[src/hdl/rwfs_pkg.sv]
package rwfs_pkg;

	localparam int unsigned POS_W      = 4;
	localparam int unsigned HEADER_LEN = 12;
	localparam int unsigned CHDR_LEN   = 8;
	localparam int unsigned FMT_LEN    = 16;
	localparam int unsigned ID_LEN     = 4;
	localparam logic [31:0] FMT_ID     = 32'h2074_6D66;
	localparam logic [31:0] LEN_STOP   = 32'hFFFF_FFFF;

	typedef enum logic [2:0] {
		PH_HEADER,
		PH_CHDR,
		PH_SKIP,
		PH_FMT,
		PH_FOUND,
		PH_STOPPED,
		PH_NOTWAVE
	} phase_t;

	typedef struct packed {
		logic       take;
		logic       last;
		logic [7:0] data;
	} step_t;

	typedef struct packed {
		logic        is_wave;
		logic        fmt_found;
		logic [15:0] fmt_code;
		logic [15:0] channel_count;
		logic [31:0] rate_hz;
	} res_t;

	function automatic logic [7:0] magic_byte(input logic [POS_W-1:0] pos);
		logic [7:0] m;
		case (pos)
			4'd0:    m = 8'h52;
			4'd1:    m = 8'h49;
			4'd2:    m = 8'h46;
			4'd3:    m = 8'h46;
			4'd8:    m = 8'h57;
			4'd9:    m = 8'h41;
			4'd10:   m = 8'h56;
			4'd11:   m = 8'h45;
			default: m = 8'h00;
		endcase
		return m;
	endfunction

endpackage

[src/hdl/rwfs_byte_if.sv]
interface rwfs_byte_if;
	logic       valid;
	logic       ready;
	logic [7:0] payload_byte;
	logic       last_byte;

	modport source (output valid, output payload_byte, output last_byte, input ready);
	modport sink (input valid, input payload_byte, input last_byte, output ready);
endinterface

[src/hdl/rwfs_result_if.sv]
interface rwfs_result_if;
	logic        valid;
	logic        ready;
	logic        is_wave;
	logic        fmt_found;
	logic [15:0] fmt_code;
	logic [15:0] channel_count;
	logic [31:0] rate_hz;

	modport source (
		output valid, output is_wave, output fmt_found, output fmt_code,
		output channel_count, output rate_hz, input ready
	);
	modport sink (
		input valid, input is_wave, input fmt_found, input fmt_code,
		input channel_count, input rate_hz, output ready
	);
endinterface

[src/hdl/rwfs_parser.sv]
module rwfs_parser (
	input  logic           clk,
	input  logic           arst_n,
	input  rwfs_pkg::step_t st,
	output rwfs_pkg::res_t  res,
	output logic           idle
);
	import rwfs_pkg::*;

	phase_t             phase_q, phase_d;
	logic [POS_W-1:0]   pos_q, pos_d;
	logic               magic_ok_q, magic_ok_d;
	logic               mnext;
	logic [31:0]        chunk_id_q, chunk_id_d;
	logic [31:0]        chunk_len_q, chunk_len_d;
	logic [32:0]        skip_q, skip_d;
	logic [15:0]        tag_q, tag_d;
	logic [15:0]        chan_q, chan_d;
	logic [31:0]        rate_q, rate_d;
	logic               found;

	always_ff @(posedge clk or negedge arst_n) begin
		if (!arst_n) begin
			phase_q    <= PH_HEADER;
			pos_q      <= '0;
			magic_ok_q <= 1'b1;
		end else if (st.take) begin
			phase_q    <= phase_d;
			pos_q      <= pos_d;
			magic_ok_q <= magic_ok_d;
		end
	end

	always_ff @(posedge clk) begin
		if (st.take) begin
			chunk_id_q  <= chunk_id_d;
			chunk_len_q <= chunk_len_d;
			skip_q      <= skip_d;
			tag_q       <= tag_d;
			chan_q      <= chan_d;
			rate_q      <= rate_d;
		end
	end

	always_comb begin
		phase_d     = phase_q;
		pos_d       = pos_q;
		magic_ok_d  = magic_ok_q;
		mnext       = magic_ok_q;
		chunk_id_d  = chunk_id_q;
		chunk_len_d = chunk_len_q;
		skip_d      = skip_q;
		tag_d       = tag_q;
		chan_d      = chan_q;
		rate_d      = rate_q;
		case (phase_q)
			PH_HEADER: begin
				if ((pos_q < POS_W'(ID_LEN) || pos_q >= POS_W'(CHDR_LEN))
						&& st.data != magic_byte(pos_q)) begin
					mnext = 1'b0;
				end
				magic_ok_d = mnext;
				pos_d      = pos_q + POS_W'(1);
				if (pos_q == POS_W'(HEADER_LEN - 1)) begin
					pos_d   = '0;
					phase_d = mnext ? PH_CHDR : PH_NOTWAVE;
				end
			end
			PH_CHDR: begin
				if (pos_q < POS_W'(ID_LEN)) begin
					chunk_id_d = {st.data, chunk_id_q[31:8]};
				end else begin
					chunk_len_d = {st.data, chunk_len_q[31:8]};
				end
				pos_d = pos_q + POS_W'(1);
				if (pos_q == POS_W'(CHDR_LEN - 1)) begin
					pos_d = '0;
					if (chunk_id_d == FMT_ID) begin
						phase_d = PH_FMT;
					end else if (chunk_len_d == LEN_STOP) begin
						phase_d = PH_STOPPED;
					end else begin
						skip_d  = {1'b0, chunk_len_d} + {32'd0, chunk_len_d[0]};
						phase_d = (chunk_len_d == '0) ? PH_CHDR : PH_SKIP;
					end
				end
			end
			PH_SKIP: begin
				skip_d = skip_q - 33'd1;
				if (skip_q == 33'd1) begin
					phase_d = PH_CHDR;
					pos_d   = '0;
				end
			end
			PH_FMT: begin
				if (pos_q < POS_W'(2)) begin
					tag_d = {st.data, tag_q[15:8]};
				end else if (pos_q < POS_W'(4)) begin
					chan_d = {st.data, chan_q[15:8]};
				end else if (pos_q < POS_W'(8)) begin
					rate_d = {st.data, rate_q[31:8]};
				end
				pos_d = pos_q + POS_W'(1);
				if (pos_q == POS_W'(FMT_LEN - 1)) begin
					pos_d   = '0;
					phase_d = PH_FOUND;
				end
			end
			default: begin
			end
		endcase

		found             = (phase_d == PH_FOUND);
		res.is_wave       = (phase_d != PH_HEADER) && (phase_d != PH_NOTWAVE);
		res.fmt_found     = found;
		res.fmt_code      = found ? tag_d : '0;
		res.channel_count = found ? chan_d : '0;
		res.rate_hz       = found ? rate_d : '0;

		// drop back to the start of a payload after its final word
		if (st.last) begin
			phase_d    = PH_HEADER;
			pos_d      = '0;
			magic_ok_d = 1'b1;
		end
	end

	assign idle = (phase_q == PH_HEADER) && (pos_q == '0) && magic_ok_q;

endmodule

[src/hdl/riff_wave_format_sniffer_unit.sv]
// Sniffs a RIFF/WAVE payload streamed one byte per word, with last_byte on the final
// byte, and returns one result word per payload: magic check, fmt chunk found, and the
// format tag, channel count and sample rate (zero when no complete fmt chunk was seen).
// Accepts one byte every clock; a byte is registered, then the combinational chunk-walk
// logic updates the parser state and, for a final byte, loads the result register, from
// which the result is offered. Input only stalls when a final byte meets an untaken
// result register.
module riff_wave_format_sniffer_unit (
	input logic         clk,
	input logic         arst_n,
	rwfs_byte_if.sink   data,
	rwfs_result_if.source result
);
	import rwfs_pkg::*;

	logic       valid_s1;
	logic [7:0] byte_s1;
	logic       last_s1;
	logic       advance;
	logic       out_valid_q;
	res_t       res_q;
	res_t       res_c;
	step_t      st;
	logic       parser_idle;

	assign advance    = valid_s1 && (!last_s1 || !out_valid_q || result.ready);
	assign data.ready = !valid_s1 || advance;

	always_ff @(posedge clk or negedge arst_n) begin
		if (!arst_n) begin
			valid_s1 <= 1'b0;
		end else if (data.valid && data.ready) begin
			valid_s1 <= 1'b1;
		end else if (advance) begin
			valid_s1 <= 1'b0;
		end
	end

	always_ff @(posedge clk) begin
		if (data.valid && data.ready) begin
			byte_s1 <= data.payload_byte;
			last_s1 <= data.last_byte;
		end
	end

	assign st = '{take: advance, last: last_s1, data: byte_s1};

	rwfs_parser u_parser (
		.clk    (clk),
		.arst_n (arst_n),
		.st     (st),
		.res    (res_c),
		.idle   (parser_idle)
	);

	always_ff @(posedge clk or negedge arst_n) begin
		if (!arst_n) begin
			out_valid_q <= 1'b0;
		end else if (advance && last_s1) begin
			out_valid_q <= 1'b1;
		end else if (result.ready) begin
			out_valid_q <= 1'b0;
		end
	end

	always_ff @(posedge clk) begin
		if (advance && last_s1) begin
			res_q <= res_c;
		end
	end

	assign result.valid         = out_valid_q;
	assign result.is_wave       = res_q.is_wave;
	assign result.fmt_found     = res_q.fmt_found;
	assign result.fmt_code      = res_q.fmt_code;
	assign result.channel_count = res_q.channel_count;
	assign result.rate_hz       = res_q.rate_hz;

`ifndef SYNTH
	a_found_needs_wave: assert property (@(posedge clk) disable iff (!arst_n)
		result.valid |-> (!result.fmt_found || result.is_wave))
		else $error("fmt_found without wave magic");

	a_zero_fields: assert property (@(posedge clk) disable iff (!arst_n)
		(result.valid && !result.fmt_found) |->
		(result.fmt_code == '0 && result.channel_count == '0 && result.rate_hz == '0))
		else $error("fields nonzero without fmt chunk");

	a_stall_blocks_input: assert property (@(posedge clk) disable iff (!arst_n)
		(valid_s1 && !advance) |-> !data.ready)
		else $error("input taken while stage is stalled");

	a_restart_after_last: assert property (@(posedge clk) disable iff (!arst_n)
		(advance && last_s1) |=> parser_idle)
		else $error("parser did not restart after final word");
`endif

endmodule

[src/flat_wrapper.sv]
// flat-port wrapper written by rule: the top's interface ports become plain ports
module riff_wave_format_sniffer_unit_flat import rwfs_pkg::*;
  (clk, arst_n, data_valid, data_payload_byte, data_last_byte, data_ready, result_valid, result_is_wave, result_fmt_found, result_fmt_code, result_channel_count, result_rate_hz, result_ready);
  rwfs_byte_if data_i ();
  rwfs_result_if result_i ();
  input logic clk;
  input logic arst_n;
  input wire logic [$bits(data_i.valid)-1:0] data_valid;
  input wire logic [$bits(data_i.payload_byte)-1:0] data_payload_byte;
  input wire logic [$bits(data_i.last_byte)-1:0] data_last_byte;
  output wire logic [$bits(data_i.ready)-1:0] data_ready;
  output wire logic [$bits(result_i.valid)-1:0] result_valid;
  output wire logic [$bits(result_i.is_wave)-1:0] result_is_wave;
  output wire logic [$bits(result_i.fmt_found)-1:0] result_fmt_found;
  output wire logic [$bits(result_i.fmt_code)-1:0] result_fmt_code;
  output wire logic [$bits(result_i.channel_count)-1:0] result_channel_count;
  output wire logic [$bits(result_i.rate_hz)-1:0] result_rate_hz;
  input wire logic [$bits(result_i.ready)-1:0] result_ready;
  assign data_i.valid = data_valid;
  assign data_i.payload_byte = data_payload_byte;
  assign data_i.last_byte = data_last_byte;
  assign data_ready = data_i.ready;
  assign result_valid = result_i.valid;
  assign result_is_wave = result_i.is_wave;
  assign result_fmt_found = result_i.fmt_found;
  assign result_fmt_code = result_i.fmt_code;
  assign result_channel_count = result_i.channel_count;
  assign result_rate_hz = result_i.rate_hz;
  assign result_i.ready = result_ready;
  riff_wave_format_sniffer_unit u_core (.clk(clk), .arst_n(arst_n), .data(data_i), .result(result_i));
endmodule
[config.mk]
export PLATFORM = sky130hd
export DESIGN_NAME = riff_wave_format_sniffer_unit_flat
export DESIGN_NICKNAME = d
export VERILOG_FILES = /design/src/hdl/rwfs_pkg.sv /design/src/hdl/rwfs_byte_if.sv /design/src/hdl/rwfs_result_if.sv /design/src/hdl/rwfs_parser.sv /design/src/hdl/riff_wave_format_sniffer_unit.sv /design/src/flat_wrapper.sv
export SDC_FILE = /design/constraint.sdc
export NUM_CORES = 1
export LEC_CHECK = 0
export ABC_AREA = 1
export BUFFER_PORTS_ARGS = -buffer_cell sky130_fd_sc_hd__buf_2
export CAP_MARGIN = 10
export CORE_MARGIN = 2
export CORE_UTILIZATION = 50
export CTS_CLUSTER_SIZE = 25
export DETAILED_ROUTE_END_ITERATION = 6
export PLACE_DENSITY_LB_ADDON = 0.08
export SLEW_MARGIN = 20
export SYNTH_ARGS = -nofsm -noshare
export SYNTH_HDL_FRONTEND = slang
export SYNTH_SLANG_ARGS = --single-unit
[constraint.sdc]
create_clock -name clk -period 10.15 [get_ports clk]
set_input_delay 2.03 -clock clk [delete_from_list [all_inputs] [get_ports clk]]
set_output_delay 2.03 -clock clk [all_outputs]
set_load 0.03 [all_outputs]
# Word level (Yosys, flattened, before mapping)
# Memory sizes are Yosys's and may differ from the RTL's.
# Index checks and enable logic that the tools add are counted.
# totals
regBits	246
latch_bits	0
ramBits	0
rom_bits	96
output_inout_bits	68
elab_cells	108
memories	1
# classes
n_addsub	3
multipliers	0
div_mod_pow	0
n_lt_le_gt_ge	4
n_eq_ne	16
shift	0
mux	42
bitwise_logic	0
n_reduce_logical	24
# memory_table
name	depth	width	read_ports	rd_clocked_by_memory_dff	wr	line_no	source
(name not given)	16	6	1	0	0	rwfs_pkg.sv:37	case (pos)
# op_table
operator	n
$mux 32	8
$mux 33	3
$mux 16	5
$pmux 33 s2	1
$add 32x1->33	1
$eq 33x1->1 const B	1
$sub 33x1->33 const B	1
$eq 32x30->1 const B	1
$eq 32x32->1 const B	1
$logic_not 32->1	1
$mux 3	8
$mux 4	5
$pmux 4 s4	1
$pmux 3 s4	1
$eq 4x4->1 const B	2
$mux 1	8
$mux 8	1
$ne 8x8->1	1
$reduce_bool 2->1	4
$eq 3x2->1 const B	2
$ne 2x2->1 const B	3
$logic_and 1x1->1	5
$reduce_and 5->1	1
$reduce_bool 5->1	1
17 further kinds	23

# Longest topological paths before layout
# logic_depth
word_depth	11
mapped_depth	23
depth_no_buf	18

# By module
# From an unflattened synthesis, not the netlist that was laid out.
# hier_totals
cells_unflattened	1468
hier_area_um2	13244.0
# modules_own_cells
mod	instances	cells_each	area_each_um2	seq_area_each_um2
rwfs_parser	1	1379	10884.2	5036.1
riff_wave_format_sniffer_unit	1	89	2359.8	2302.2

# Worst setup path after synthesis
# OpenSTA, ideal clock, no wires.
# synth_timing
kind	in2reg
startpoint	input result_ready
endpoint	register u_core.u_parser.chunk_id_q[0], enable pin
arrival_time_ns	8.615
path_slack_ns	1.049
stages	4
path_buffers	0
path_cell_list	inv_1 a31oi_1 inv_1 nor2_1
# synth_between
elab_chain_len	3
# synth_lines
element	line_no	source
start, declared	flat_wrapper.sv:18	input wire logic [$bits(result_i.ready)-1:0] result_ready;
$logic_or 1x1->1	riff_wave_format_sniffer_unit.sv:26	assign advance = valid_s1 && (!last_s1 || !out_valid_q || result.ready);
$logic_and 1x1->1	riff_wave_format_sniffer_unit.sv:26	
net u_core.advance	riff_wave_format_sniffer_unit.sv:19	logic advance;
$reduce_and 2->1 (no line)	-	
end signal, assigned	rwfs_parser.sv:36	chunk_id_q <= chunk_id_d;
end, declared	rwfs_parser.sv:14	logic [31:0] chunk_id_q, chunk_id_d;
# The timed path passes the listed nets, and every way through them passes these cells.
# A chain may end at the register's enable or synchronous reset.

# Worst setup path after layout
# layout_timing
startpoint	register u_core.u_parser.pos_q[3]
endpoint	register u_core.res_q (netlist bit u_core.result.channel_count[11]) (data pin)
# layout_between
elab_chain_len	10
elab_cells_between_ends	32
classes_between	order compare: 3; eq/ne: 7; mux: 18; reduce/logical: 3; memory: 1
# layout_lines
element	line_no	source
start, declared	rwfs_parser.sv:11	logic [POS_W-1:0] pos_q, pos_d;
start signal, assigned	rwfs_parser.sv:29	pos_q <= pos_d;
$lt 4x3->1 / $mem_v2 16x6 (equally long branches)	-	
$mux 32 / $mux 8 (equally long branches)	rwfs_parser.sv:70, rwfs_parser.sv:56	
$mux 32 / $ne 8x8->1 (equally long branches)	rwfs_parser.sv:56, rwfs_parser.sv:59	
$logic_not 32->1 / $logic_and 1x1->1 (equally long branches)	rwfs_parser.sv:84, rwfs_parser.sv:59	
$mux 2 / $mux 1 (equally long branches)	rwfs_parser.sv:84, rwfs_parser.sv:58	
$mux 3 / $mux 1 (equally long branches)	rwfs_parser.sv:80, rwfs_parser.sv:56	
$mux 3, on equally long branches	rwfs_parser.sv:78, rwfs_parser.sv:66	
$mux 3, on equally long branches	rwfs_parser.sv:76, rwfs_parser.sv:64	
$pmux 3 s4	rwfs_parser.sv:56	case (phase_q)
$eq 3x3->1	rwfs_parser.sv:113	found = (phase_d == PH_FOUND);
end signal, assigned	riff_wave_format_sniffer_unit.sv:68	res_q <= res_c;
end, declared	riff_wave_format_sniffer_unit.sv:21	res_t res_q;
# Parallel ways exist; a longest one is shown, timed or not. The select of a mux whose other input is x is not followed.

==> results list <==
- Fill cells in the final layout number 2,375.
- Post-CTS timing repair inserted 0 buffers for setup.
* CTS tree: yes
- met2 is the most crowded layer.
- Peak supply drop: 0.148 mV
* Final hold violations: 0
- Clock latency on the worst-skew pair: 530 ps
- Overall routing resource usage: 0.209
- IO Count: 81
* Path category of the worst min-delay check: reg -> reg
- The worst setup path is of the reg -> reg kind.
- Distinct cell type count of the synthesized netlist: 42
- Synth Area per Inst: 9.03 sq um
- Setup repair after global routing left no endpoint under its margin.
- CTS buffer count: 28
- The worst setup path is launched from a flop.
- Req. time, crit path: 10,410 ps
* Clock period minus final worst setup slack: 5420 ps
- Ant. Diodes: 0
- Core footprint: 0.0261 sq mm
- Net count of the mapped netlist: 1,493
* Most common library cell in the layout ignoring fill and taps: sky130_fd_sc_hd__nand2_1
* Number of synthesized flops with an enable pin: 236
- For the final database, setup skew stands at 10.4 ps.
* Actual transition at the worst max-transition pin: 962 ps
* Crit-path leading delay family: simple AND/OR/NAND/NOR gates
- Fraction of final layout cells sized beyond drive strength 1: 0.150
- Based on the critical path, the design can be clocked at up to 184 MHz.
- Maximum Capacitance Violations: 0
* Worst slack, placed: 4780 ps
* Cell repeated most along the worst path: sky130_fd_sc_hd__nand2_1
- Synth Flop Type: sky130_fd_sc_hd__edfxtp_1
- Count of buffers inserted at the top-level ports: 80
- After detailed routing, the number of remaining DRC violations is 0.
* TritonCTS Sinks: 246
- Maximum count of clock buffers along a single path: 3
* Post-Layout Inst Area: 0.0147 sq mm
* Initial antenna violation count: 0
- Setup violations remaining at the end of the flow were counted as 0.
- After detailed routing, the average wire length per cell comes to 15.4 microns.
- Measured along the y axis, the die boundary spans 167 microns.
- Synth area leaders: sky130_fd_sc_hd__edfxtp_1 (53%), sky130_fd_sc_hd__nand2_1 (11%), sky130_fd_sc_hd__inv_1 (6.9%)
- The setup check on the worst reg-to-reg path leaves a slack of 4730 ps.
- From synthesis to final layout, the design area changed by 10.5%.
- Gate count after technology mapping: 1,472
- The number of max-slew violations in the final report is 0.
* CP max FO: 82
- Power density over the cells: 186 mW/mm^2
- H-Tree Depth: 1
- Biggest area consumer among synthesized cells: sky130_fd_sc_hd__edfxtp_1
* CP cell instances: nor2_8 > buf_4 > o21ai_1 > inv_1 > ha_1 > nand3_1 > nor2_1 > nand2_1 > nor2_4 > nand2_2 > nand2_1 > inv_1 > nand2_1 > nand2_1 > nand2_1 > nand2_1 > nand3_4 > buf_4 > nor2_1
* Horizontal die dimension: 167 microns
* Number of storage elements in the synthesis netlist: 246
* Max-Slew Margin vs Limit: 0.357
- FFs w/ async S/R, synth: 0.0407
- Total negative slack: 0 ps
- Crit path DAT: 5680 ps
- Met2 GRT Util: 0.342
* LEAKAGE: 0.00643 uW
- For this configuration, the core starts out at a cell density of 0.510.
* Root Buffer Master: sky130_fd_sc_hd__clkbuf_16
* Top library cells by usage in the layout, fill and taps aside: sky130_fd_sc_hd__nand2_1 (404), sky130_fd_sc_hd__inv_1 (244), sky130_fd_sc_hd__edfxtp_1 (236), sky130_fd_sc_hd__nor2_1 (132), sky130_fd_sc_hd__o21ai_0 (118)
* Filler-free cell count of the finished design: 1,899
* Run status: completed
- The die covers 0.0279 sq mm.
- After detailed placement, the design holds a cell count of 1,848.
* Via count of the first global-routing pass: 8,892
* Maximum number of pins on one net before global-route repair: 83
- Once detail routing completed, the nets flagged for antenna violations numbered 0.
- Period utilisation layout: 0.534
- The largest individual stage delay along the critical path comes from the cell sky130_fd_sc_hd__buf_4.
* Clock-pin transition on the worst setup and hold timing paths: 60 ps
* Number of gates resized after CTS: 0
- Combined buffer and inverter count along the critical path: 4
* Met1 track demand over resource in global routing: 0.292
- In this run, the number of DRC markers left after iteration 0 of detailed routing was 840.
- Of the synthesized area, sequential elements account for 0.552.
- Std cell rows: 59
- STA classifies the critical path endpoint as a flop.
- For this run, the slowest stage of the critical path takes 760 ps.
* Number of nets in the layout: 1,564
* Yosys warns: 0
* Met3 Resource Use GR: 0.0285
* Average via count per standard cell: 4.96
- The first global-routing pass estimated 47.0 mm of wire.
- After clock tree synthesis, the flow added hold-fix buffers numbering 0.
- Aggregate routed wire length: 29.3 mm
* GP Congestion: 0.921
* Detailed placer's ending HPWL: 20.3 mm
- Post-synth top area share: 0.533
- Once placement finished, the instance area stood at 0.0138 sq mm.
* Number of detailed-route iterations in the first pass: 7
* Global route total overflow: 0
- Across all setup checks in the final design, the least slack found is 4730 ps.
- Post-Syn Area: 0.0133 sq mm
- Via count: 9,414
-- per-stage QoR --
stage	total power [uW]	hold WS, ps	utilization
floorplan	1710	496	-
global placement	1820	528	0.531
CTS	2770	545	0.564
finish	2740	545	0.564
detailed placement	1820	532	0.531
global route	2890	580	0.564
-- path summary, 6_finish.rpt --
check,cells after the start,endpoint,from
max,19,u_core.result.channel_count[11]$_SDFFCE_PP0P_,u_core.u_parser.pos_q[3]$_DFFE_PN0P_
min reg2reg,2,u_core.u_parser.magic_ok_q$_DFFE_PN1P_,u_core.u_parser.magic_ok_q$_DFFE_PN1P_
min,2,u_core.u_parser.magic_ok_q$_DFFE_PN1P_,u_core.u_parser.magic_ok_q$_DFFE_PN1P_
max in group asynchronous,1,u_core.u_parser.magic_ok_q$_DFFE_PN1P_,arst_n
min in group asynchronous,1,u_core.u_parser.phase_q[0]$_DFFE_PN0P_,arst_n
max reg2reg,19,u_core.result.channel_count[11]$_SDFFCE_PP0P_,u_core.u_parser.pos_q[3]$_DFFE_PN0P_
-- cells by family after synthesis --
| logic type | synth area share |
|---|---|
| XOR/XNOR | 0.0211 |
| AND/OR/NAND/NOR | 0.244 |
| AO/OA/AOI/OAI | 0.0781 |
| buffers and inverters | 0.0974 |
| flip-flops | 0.552 |
| adder cells (fa/ha/maj) | 0.00753 |
-- final cells by class --
class	count	area [sq um]	share of cell area
sequential	246	7340	0.499
multi-input combinational	931	4700	0.320
inverter	248	931	0.0633
clock buffer	42	805	0.0547
timing repair buffer	88	460	0.0313
tap	335	419	0.0285
clock inverter	9	47.5	0.00324
-- flip-flops by register name, indices dropped and copies added, names as in the netlist, 16 cells and up --
register	cells
u_core.result.channel_count	16
u_core.u_parser.tag_q	16
u_core.result.rate_hz	32
u_core.u_parser.chunk_id_q	32
u_core.u_parser.rate_q	32
u_core.u_parser.chunk_len_q	32
u_core.u_parser.chan_q	16
u_core.u_parser.skip_q	33
u_core.result.fmt_code	16
-- worst reg2reg max path: stages, from the launching register on --
cell                      delay [ps]
sky130_fd_sc_hd__dfrtp_1         530
sky130_fd_sc_hd__nor2_8          550
sky130_fd_sc_hd__buf_4           760
sky130_fd_sc_hd__o21ai_1         250
sky130_fd_sc_hd__inv_1           150
sky130_fd_sc_hd__ha_1            170
sky130_fd_sc_hd__nand3_1         130
sky130_fd_sc_hd__nor2_1          180
sky130_fd_sc_hd__nand2_1         210
sky130_fd_sc_hd__nor2_4          190
sky130_fd_sc_hd__nand2_2          80
sky130_fd_sc_hd__nand2_1          80
sky130_fd_sc_hd__inv_1            40
sky130_fd_sc_hd__nand2_1          50
sky130_fd_sc_hd__nand2_1          50
sky130_fd_sc_hd__nand2_1          60
sky130_fd_sc_hd__nand2_1         110
sky130_fd_sc_hd__nand3_4         660
sky130_fd_sc_hd__buf_4           760
sky130_fd_sc_hd__nor2_1          120
-- cells in the mapped netlist, drive strengths merged, types with 3 or more instances --
master / n
a21oi: 20
a31oi: 3
buf: 29
clkbuf: 18
dfrtp: 9
edfxtp: 236
ha: 8
inv: 248
nand2: 420
nand3: 38
nand3b: 4
nand4: 8
nor2: 186
nor3: 25
nor4: 3
o21ai: 148
o22ai: 6
or2: 17
xnor2: 6
xor2: 26
-- power by group --
part | total, uW | internal, uW | switching [uW]
registers | 1230 | 1200 | 32.3
logic | 570 | 157 | 413
clock network | 939 | 544 | 395
total | 2740 | 1900 | 840
-- per-layer routing --
metal  vias up  share of wire
met4         0          0.027
met1      4294           0.46
met2       199           0.47
met3        48          0.046
li1       4873              -
met5         -              0
Note: power is estimated with default switching activity, not from simulation.
